===== config.mk =====
export PLATFORM = sky130hd
export DESIGN_NAME = gtg_div
export DESIGN_NICKNAME = d
export VERILOG_FILES = /design/src/sv/gradient_texture_generator_macros.svh /design/src/sv/gtg_div.sv
export SDC_FILE = /design/constraint.sdc
export NUM_CORES = 1
export LEC_CHECK = 0
export ABC_CLOCK_PERIOD_IN_PS = 7900
export BUFFER_PORTS_ARGS = -buffer_cell sky130_fd_sc_hd__buf_2
export CAP_MARGIN = 20
export CORE_MARGIN = 2
export CORE_UTILIZATION = 67
export CTS_BUF_LIST = sky130_fd_sc_hd__clkbuf_4 sky130_fd_sc_hd__clkbuf_8
export CTS_CLUSTER_DIAMETER = 200
export DETAILED_ROUTE_END_ITERATION = 7
export HOLD_SLACK_MARGIN = 0.08
export PLACE_DENSITY_LB_ADDON = 0.15
export SLEW_MARGIN = 20
export SYNTH_ARGS = -nofsm -noshare
export SYNTH_HDL_FRONTEND = slang
export SYNTH_SLANG_ARGS = --single-unit
export TNS_END_PERCENT = 1

===== constraint.sdc =====
create_clock -name i_clk -period 7.9 [get_ports i_clk]
set_input_delay 2.37 -clock i_clk [delete_from_list [all_inputs] [get_ports i_clk]]
set_output_delay 2.37 -clock i_clk [all_outputs]
set_load 0.05 [all_outputs]

===== src/sv/gradient_texture_generator_macros.svh =====
// Assertion macros for the gradient texture generator.
// Depends on a clock i_clk and an active-low reset i_rst_n in the including module.
`ifndef GRADIENT_TEXTURE_GENERATOR_MACROS_SVH
`define GRADIENT_TEXTURE_GENERATOR_MACROS_SVH

// Property must hold at every clock edge outside reset.
`define GTG_ASSERT(lbl, prop, msg) \
    lbl: assert property (@(posedge i_clk) disable iff (!i_rst_n) prop) else $error(msg);

// Condition must never be seen outside reset.
`define GTG_ASSERT_NEVER(lbl, cond, msg) \
    lbl: assert property (@(posedge i_clk) disable iff (!i_rst_n) !(cond)) else $error(msg);

`endif


===== src/sv/gtg_div.sv =====
// Pipelined restoring divider, BPS quotient bits per register stage.
// Caller guarantees the quotient fits QW bits. No package dependency.
module gtg_div #(
    parameter int DW  = 13,
    parameter int QW  = 8,
    parameter int BPS = 1
) (
    input  logic               i_clk,
    input  logic [DW+QW-1:0]   i_num,
    input  logic [DW-1:0]      i_den,
    output logic [QW-1:0]      o_quo
);
    localparam int NS = QW / BPS;
    localparam int RW = DW + QW;

    logic [RW-1:0] r_rem [NS];
    logic [DW-1:0] r_den [NS];
    logic [QW-1:0] r_quo [NS];

    genvar s;
    generate
        for (s = 0; s < NS; s++) begin : g_stage
            logic [RW-1:0] w_rem_in;
            logic [DW-1:0] w_den_in;
            logic [QW-1:0] w_quo_in;
            logic [RW-1:0] n_rem;
            logic [QW-1:0] n_quo;

            if (s == 0) begin : g_first
                assign w_rem_in = i_num;
                assign w_den_in = i_den;
                assign w_quo_in = '0;
            end else begin : g_next
                assign w_rem_in = r_rem[s-1];
                assign w_den_in = r_den[s-1];
                assign w_quo_in = r_quo[s-1];
            end

            // trial subtract of the shifted divisor, MSB first
            always_comb begin
                n_rem = w_rem_in;
                n_quo = w_quo_in;
                for (int b = 0; b < BPS; b++) begin
                    if (n_rem >= (RW'(w_den_in) << (QW - 1 - (s * BPS + b)))) begin
                        n_rem = n_rem - (RW'(w_den_in) << (QW - 1 - (s * BPS + b)));
                        n_quo[QW - 1 - (s * BPS + b)] = 1'b1;
                    end
                end
            end

            always_ff @(posedge i_clk) begin
                r_rem[s] <= n_rem;
                r_den[s] <= w_den_in;
                r_quo[s] <= n_quo;
            end
        end
    endgenerate

    assign o_quo = r_quo[NS-1];

endmodule

==> PnR_summary.wiki, run 1 <==
{| class="wikitable"
! Metric !! Value
|-
| Hold Path Depth || 0
|-
| Instance area at placement || about 12000 sq um
|-
| Number of setup buffers added after CTS || 0
|-
| Max-cap check violation count || 0
|-
| Worst setup SP type || input pin
|-
| HPWL after DPL || ~17000 um
|-
| Worst path slowest cell || a31oi_1
|-
| Crit path DAT || 4790 ps
|-
| CP most frequent cell || inv_1
|-
| Gr usage total || 0.2368
|-
| Nets || between 1000 and 1500
|-
| Combinational cell fraction of total power || 0.379
|-
| Clock tree from TritonCTS || built
|-
| First-pass detailed-route iteration total || 5
|-
| Proportion of total power due to net switching || 0.3469
|-
| Number of cells on the critical path || 12
|-
| Critical Path Fanout Max || 26
|-
| Fmax achieved || 0.2296 GHz
|-
| Post-Route Utilization || 0.7670
|-
| Avg Cell Area, Syn || 9.453 sq um
|-
| Maximum vdd ir drop || about 0.25 mV
|-
| Total internal power || about 3400 uW
|-
| Synthesized Nets || 1405
|-
| Final routed wire length divided by cell count || 13.76 um
|-
| Drc violations || 0
|-
| Min-Delay Path Class || reg -> reg
|-
| Top post-synthesis cells by area || dfxtp_1 46%, ha_1 11%, inv_1 4.2%, o21ai_0 3.6%, xnor2_1 3.5%
|-
| Effective utilization at floorplan || 0.6857
|-
| Largest area contributor in the netlist || dfxtp_1
|-
| Cells after synthesis || roughly 1300
|-
| Ranking of synthesized cells by instance count || 274 x dfxtp_1, 133 x inv_1, 104 x ha_1, 104 x nand2_1, 86 x o21ai_0
|-
| Number of buffers between clock root and the deepest sink || 3
|-
| Net load switching power || 1809 uW
|-
| Worst-skew pair later-pin latency || 570 ps
|-
| Final global-route overflow total || 0
|-
| Weighted congestion reported at the end of routability-driven placement || 0.9109
|-
| Floorplan die area || 18850 sq um
|-
| H-tree levels || 2
|-
| Root Buffer Master || clkbuf_8
|-
| Fraction of layout cells with a size suffix above 1 || 0.1057
|-
| Nature of the critical path endpoint || flop
|-
| Prevailing post-synth register cell || dfxtp_1
|-
| Final-layout fill cell count || roughly 1200
|-
| Cts-stage hold buffer count || 0
|-
| Post-synthesis sequential area ratio || 0.4609
|-
| Core area || ~17000 sq um
|-
| Number of distinct library cell variants in the gate-level netlist after synthesis || 67
|-
| Pins Over Slew Limit || 0
|-
| Synthesis-to-finish area growth || 11.86%
|-
| Static leakage power || about 0.0062 uW
|-
| Status || complete, no violations
|-
| Worst hold slack after final layout || 321.9 ps
|-
| Sequential cell fraction of total power || 0.380
|-
| Clock Skew || between 30 and 40 ps
|-
| Crit path buf inv count || 4
|-
| Final antenna-violating net count || 0
|-
| Die height || 137.3 um
|-
| Headroom to the max-slew limit || 0.3811
|-
| Die span in x || between 100 and 150 um
|-
| Power per Cell Area || slightly below 400 nW/um^2
|-
| Total area of multi-input combinational cells || between 5000 and 6000 sq um
|-
| Final min period || 4356 ps
|-
| Crit Path Class || in -> reg
|-
| CP max stage delay || 440 ps
|-
| Via count of the first global-routing pass || 8463
|-
| Total CTS buffers || 44
|-
| Sequential standard cell area || about 5500 sq um
|-
| Setup TNS || 0 ps
|-
| Setup repair after global routing missed its margin || false
|-
| Synthesis Warnings || 0
|-
| Transition time at the pin with the least slew margin || between 900 and 1000 ps
|-
| Number of inserted diodes || 0
|-
| DRC marker count from the first detailed-route iteration || approximately 450
|-
| Total number of vias || 8712
|-
| Post-synth ARST share || 0
|-
| Clk sink count || roughly 270
|-
| Cell class contributing the biggest share of worst-path delay || compound AO/OA/AOI/OAI gates
|-
| Number of cells on the worst reg-to-reg path || 10
|-
| Synthesis-stage register bit count || 274
|-
| Row count || 48
|-
| Leading cell type by number of instances after synthesis || dfxtp_1
|-
| Routed WL || 21840 um
|-
| Post-Place Cells || about 1500
|-
| Area of the mapped netlist || around 12000 sq um
|-
| Final clock period utilization by the worst path || 0.5513
|-
| Clock input transition at the sequential cells of the worst setup and hold paths || approximately 60 ps
|-
| Number of top-level design ports || between 40 and 50
|-
| Mean number of vias per cell || between 5 and 6
|-
| Worst EP required || between 8000 and 9000 ps
|-
| Antenna violations before repair || 0
|-
| Count of input and output buffers || 42
|-
| Sequence of cells on the critical path || buf_2 -> inv_1 -> ha_1 -> fa_1 -> nor2b_1 -> o21ai_1 -> a31oi_1 -> a41o_1 -> a21oi_1 -> buf_4 -> inv_1 -> mux2_1
|-
| Clock network fraction of total power || 0.241
|-
| Count of flip-flops with a built-in enable after synthesis || 0
|-
| Number of gates resized after CTS || 0
|-
| Fin cells || ~1600
|-
| Number of failing setup endpoints in the final timing report || 0
|-
| Fraction of synthesized cell area taken by the top area cell type || 0.4609
|-
| Number of hold violations in the final report || 0
|-
| Post-route cell area || approximately 13000 sq um
|-
| Wire length of the first global-routing pass || between 30000 and 40000 um
|-
| Largest net degree at the start of global routing || 30
|}
-- per-stage QoR --
| stage | power (uW) | setup WS [ps] |
|---|---|---|
| floorplan | 3535 | 3496 |
| global placement | 3883 | 3136 |
| detailed placement | 3948 | 3034 |
| CTS | 5231 | 3611 |
| global route | 5595 | 3479 |
| finish | 5215 | 3544 |
-- path summary, 6_finish.rpt --
path | start | end | slack [ps]
hold / removal | r_quo[1][7] | r_quo[1][15] | 320
hold reg to reg | r_quo[1][7] | r_quo[1][15] | 320
setup / recovery | i_num[7] | r_rem[0][17] | 3540
setup reg to reg | r_rem[3][3] | r_rem[4][18] | 4850
-- power by group through the flow --
stage | Sequential, uW | Clock, uW | Combinational [uW]
2_1_floorplan | 1960 | 0 | 1580
6_report | 1980 | 1260 | 1980
4_1_cts | 1980 | 1290 | 1970
3_3_place_gp | 1990 | 0 | 1890
5_1_grt | 2020 | 1350 | 2230
3_5_place_dp | 2000 | 0 | 1950
-- worst register-to-register path: cells and delay by family (launching register included) --
kind,cells,cell delay [ps]
xor+xnor,1,220
flops,1,340
simple gates,2,580
buf+inv,1,50
compound gates,4,1110
fa+ha+maj,2,640
-- state kept, by name, summed over array words and instances (netlist names) --
register / cells
r_rem: 147
r_den: 91
r_quo: 36
-- area by class of cell --
| class | instances | area share |
|---|---|---|
| clock buffers | 70 | 0.06626 |
| inverters | 134 | 0.03778 |
| repair buffers | 46 | 0.01805 |
| clock inverters | 9 | 0.006203 |
| flip-flops and latches | 274 | 0.4120 |
| multi-input cells | 829 | 0.4385 |
| well taps | 225 | 0.02115 |
-- routing by layer --
layer  vias up  GRT usage  wire, um
met3        55    0.04084       701
met1      3989     0.2348      8612
met4         0     0.1191       845
met5         -          0         0
li1       4494          -         -
met2       174     0.4668     11680
-- cell usage in the layout, fill, tap and decap left out, types with 39 or more instances in the layout --
cell	instances
nand2_1	104
buf_2	42
inv_1	133
nor2_1	68
dfxtp_1	274
clkbuf_8	57
ha_1	104
xnor2_1	47
o21ai_0	86
xor2_1	39
a21oi_1	73
-- kinds of logic after synthesis --
family,count (synthesis),synth area share
AOI/OAI and AO/OA,295,0.1573
xor gates and xnor gates,86,0.06329
adders and majority gates,111,0.1211
buffers and inverters,156,0.05078
DFF,274,0.4609
muxes,17,0.01714
and+or+nand+nor,320,0.1295
Power figures use the tool's default switching activity.
==> run 2: changes to the inputs <==
--- a/config.mk
+++ b/config.mk
@@ -5,11 +5,11 @@
 export SDC_FILE = /design/constraint.sdc
 export NUM_CORES = 1
 export LEC_CHECK = 0
-export ABC_CLOCK_PERIOD_IN_PS = 7900
+export ABC_CLOCK_PERIOD_IN_PS = 4400
 export BUFFER_PORTS_ARGS = -buffer_cell sky130_fd_sc_hd__buf_2
 export CAP_MARGIN = 20
 export CORE_MARGIN = 2
-export CORE_UTILIZATION = 67
+export CORE_UTILIZATION = 64
 export CTS_BUF_LIST = sky130_fd_sc_hd__clkbuf_4 sky130_fd_sc_hd__clkbuf_8
 export CTS_CLUSTER_DIAMETER = 200
 export DETAILED_ROUTE_END_ITERATION = 7
==> constraint.sdc (replaced) <==
create_clock -name i_clk -period 4.4 [get_ports i_clk]
set_input_delay 1.32 -clock i_clk [delete_from_list [all_inputs] [get_ports i_clk]]
set_output_delay 1.32 -clock i_clk [all_outputs]
set_load 0.05 [all_outputs]
==> run 2 against run 1 <==
  * Total power is 84% higher
  * Routed wire length is 1.4% higher
  * First-iteration DRC count is 18% lower
  * Sequential power is 79% higher
  * Final area is 0.82% higher
  * Worst setup slack worse by 2300 ps
  * Die area is 4.5% higher
  * Critical path depth is 1 lower
  * Core utilization is 2.5 points lower
  * Sequential share of layout area is 0.33 points lower
  * Flip-flop and latch count stayed put
==> PnR_summary.wiki, run 2 (same netlist as run 1, synthesis figures left out) <==
{| class="wikitable"
! Metric !! Value
|-
| Most flops, register || r_rem
|-
| Number of flip-flops under the largest register name || 147
|-
| Clk sink count || between 200 and 300
|-
| Wire length of the first global-routing pass || between 30000 and 40000 um
|-
| Clock tree from TritonCTS || built
|-
| Antenna violations before repair || 0
|-
| Die span in x || approximately 140 um
|-
| Crit Path Class || in -> reg
|-
| Total CTS buffers || 44
|-
| Clock input transition at the sequential cells of the worst setup and hold paths || roughly 60 ps
|-
| Worst-skew pair later-pin latency || between 500 and 600 ps
|-
| Worst setup SP type || input pin
|-
| Instance area at placement || 12350 sq um
|-
| Largest registers ranked by flip-flop count || r_rem: 147 flops, r_den: 91 flops, r_quo: 36 flops
|-
| Critical Path Fanout Max || 22
|-
| Maximum vdd ir drop || roughly 0.38 mV
|-
| Row count || approximately 50
|-
| Max-cap check violation count || 0
|-
| Nature of the critical path endpoint || flop
|-
| Number of top-level design ports || 43
|-
| Static leakage power || between 0.006 and 0.007 uW
|-
| Routed WL || between 20000 and 25000 um
|-
| Number of buffers between clock root and the deepest sink || 3
|-
| Capture point of the worst reg-to-reg path || r_rem[5][5]
|-
| H-tree levels || 2
|-
| Minimum setup slack among reg-to-reg paths || 1280 ps
|-
| Weighted congestion reported at the end of routability-driven placement || 0.9326
|-
| Status || complete, no violations
|-
| Clock Skew || approximately 27 ps
|-
| Source of the critical timing path || i_num[7]
|-
| Synthesis-to-finish area growth || 12.77%
|-
| Critical Path Sink || r_rem[0][10]
|-
| Root Buffer Master || clkbuf_8
|-
| Number of cells on the worst reg-to-reg path || 8
|-
| Floorplan die area || slightly below 20000 sq um
|-
| HPWL after DPL || roughly 17000 um
|-
| Number of failing setup endpoints in the final timing report || 0
|-
| Final-layout fill cell count || roughly 1300
|-
| Most frequent cells in the layout || 274 x dfxtp_1, 133 x inv_1, 104 x nand2_1, 104 x ha_1, 86 x o21ai_0
|-
| Post-route cell area || approximately 13000 sq um
|-
| Number of hold violations in the final report || 0
|-
| Number of setup buffers added after CTS || 0
|-
| Nets || between 1000 and 1500
|-
| Die height || 140.4 um
|-
| Hold Path Depth || 0
|-
| Effective utilization at floorplan || 0.6580
|-
| Number of inserted diodes || 0
|-
| Min-Delay Path Class || reg -> reg
|-
| Final min period || between 3000 and 4000 ps
|-
| Worst r2r src || r_den[4][1]
|-
| Number of gates resized after CTS || 0
|-
| Worst EP required || just under 5000 ps
|-
| Most common cell after layout, fill and taps aside || dfxtp_1
|-
| Fraction of layout cells with a size suffix above 1 || 0.1090
|-
| Core area || about 18000 sq um
|-
| Drc violations || 0
|-
| Final routed wire length divided by cell count || ~14 um
|-
| Via count of the first global-routing pass || 8584
|-
| Crit path DAT || ~3700 ps
|-
| Total number of vias || 8733
|-
| Setup repair after global routing missed its margin || false
|-
| Transition time at the pin with the least slew margin || roughly 950 ps
|-
| Largest net degree at the start of global routing || 30
|-
| Pins Over Slew Limit || 0
|-
| Count of input and output buffers || 42
|-
| Final global-route overflow total || 0
|-
| Final antenna-violating net count || 0
|-
| Headroom to the max-slew limit || 0.3684
|-
| Setup TNS || 0 ps
|-
| Cts-stage hold buffer count || 0
|-
| Power per Cell Area || approximately 700 nW/um^2
|-
| Gr usage total || 0.2265
|-
| First-pass detailed-route iteration total || 5
|-
| Mean number of vias per cell || around 5.5
|-
| Fmax achieved || ~0.31 GHz
|-
| DRC marker count from the first detailed-route iteration || between 300 and 400
|-
| Final clock period utilization by the worst path || 0.7266
|}
run 2: changes by cell type in the layout (fill, tap and decap cells not counted), sizes merged:
cell / change
buf: +2
clkinv: +2
bufinv: +3
clkinvlp: -1
inv: -1
run 2: worst max-delay path, cell delays in order:
cell and delay, ps:
buf_2 90, inv_1 40, ha_1 210, fa_1 400
nor2b_1 180, o21ai_1 110, a31oi_1 430, a41o_1 240
a21oi_1 120, buf_4 230, o31ai_1 270
run 2: layer usage:
| metal | GRT usage | share of wire | routed length [um] |
|---|---|---|---|
| met5 | 0 | 0 | 0 |
| met4 | 0.1260 | 0.040 | 884 |
| met3 | 0.03761 | 0.039 | 858 |
| met2 | 0.4427 | 0.53 | 11650 |
| met1 | 0.2251 | 0.40 | 8758 |
run 2: cell type report:
type	count	area, sq um	area share
tap	229	286.5	0.02135
multi-input combinational	829	5823	0.4339
sequential	274	5485	0.4087
inverter	134	503.0	0.03748
clock inverter	12	167.7	0.01249
timing repair buffer	48	255.2	0.01902
clock buffer	70	900.9	0.06712
run 2: how the worst min path moves through the flow:
stage | startpoint | end | slack (ps)
after floorplan | r_quo[0][7] | r_quo[0][15] | 310
after global placement | r_quo[1][10] | r_quo[1][18] | 310
after detailed placement | r_quo[1][21] | r_quo[1][29] | 310
after CTS | r_quo[0][30] | r_quo[1][6] | 320
after global routing | r_quo[1][18] | r_quo[1][26] | 330
final | r_quo[1][19] | r_quo[1][27] | 320
run 2: where the power goes:
part	switching, uW	total (uW)	internal (uW)
registers	369	3540	3170
logic	1940	3540	1610
clock network	942	2480	1540
run 2: through the flow:
step	instances	total power (uW)	setup slack [ps]	hold slack, ps	util
global route	1596	10250	1089	327.7	0.7421
CTS	1596	9620	1255	323.7	0.7421
finish	1596	9572	1203	323.9	0.7421
floorplan	1259	6348	1046	309.6	-
global placement	1514	7014	747.3	309.5	0.6830
detailed placement	1514	7098	719.9	312.1	0.6830
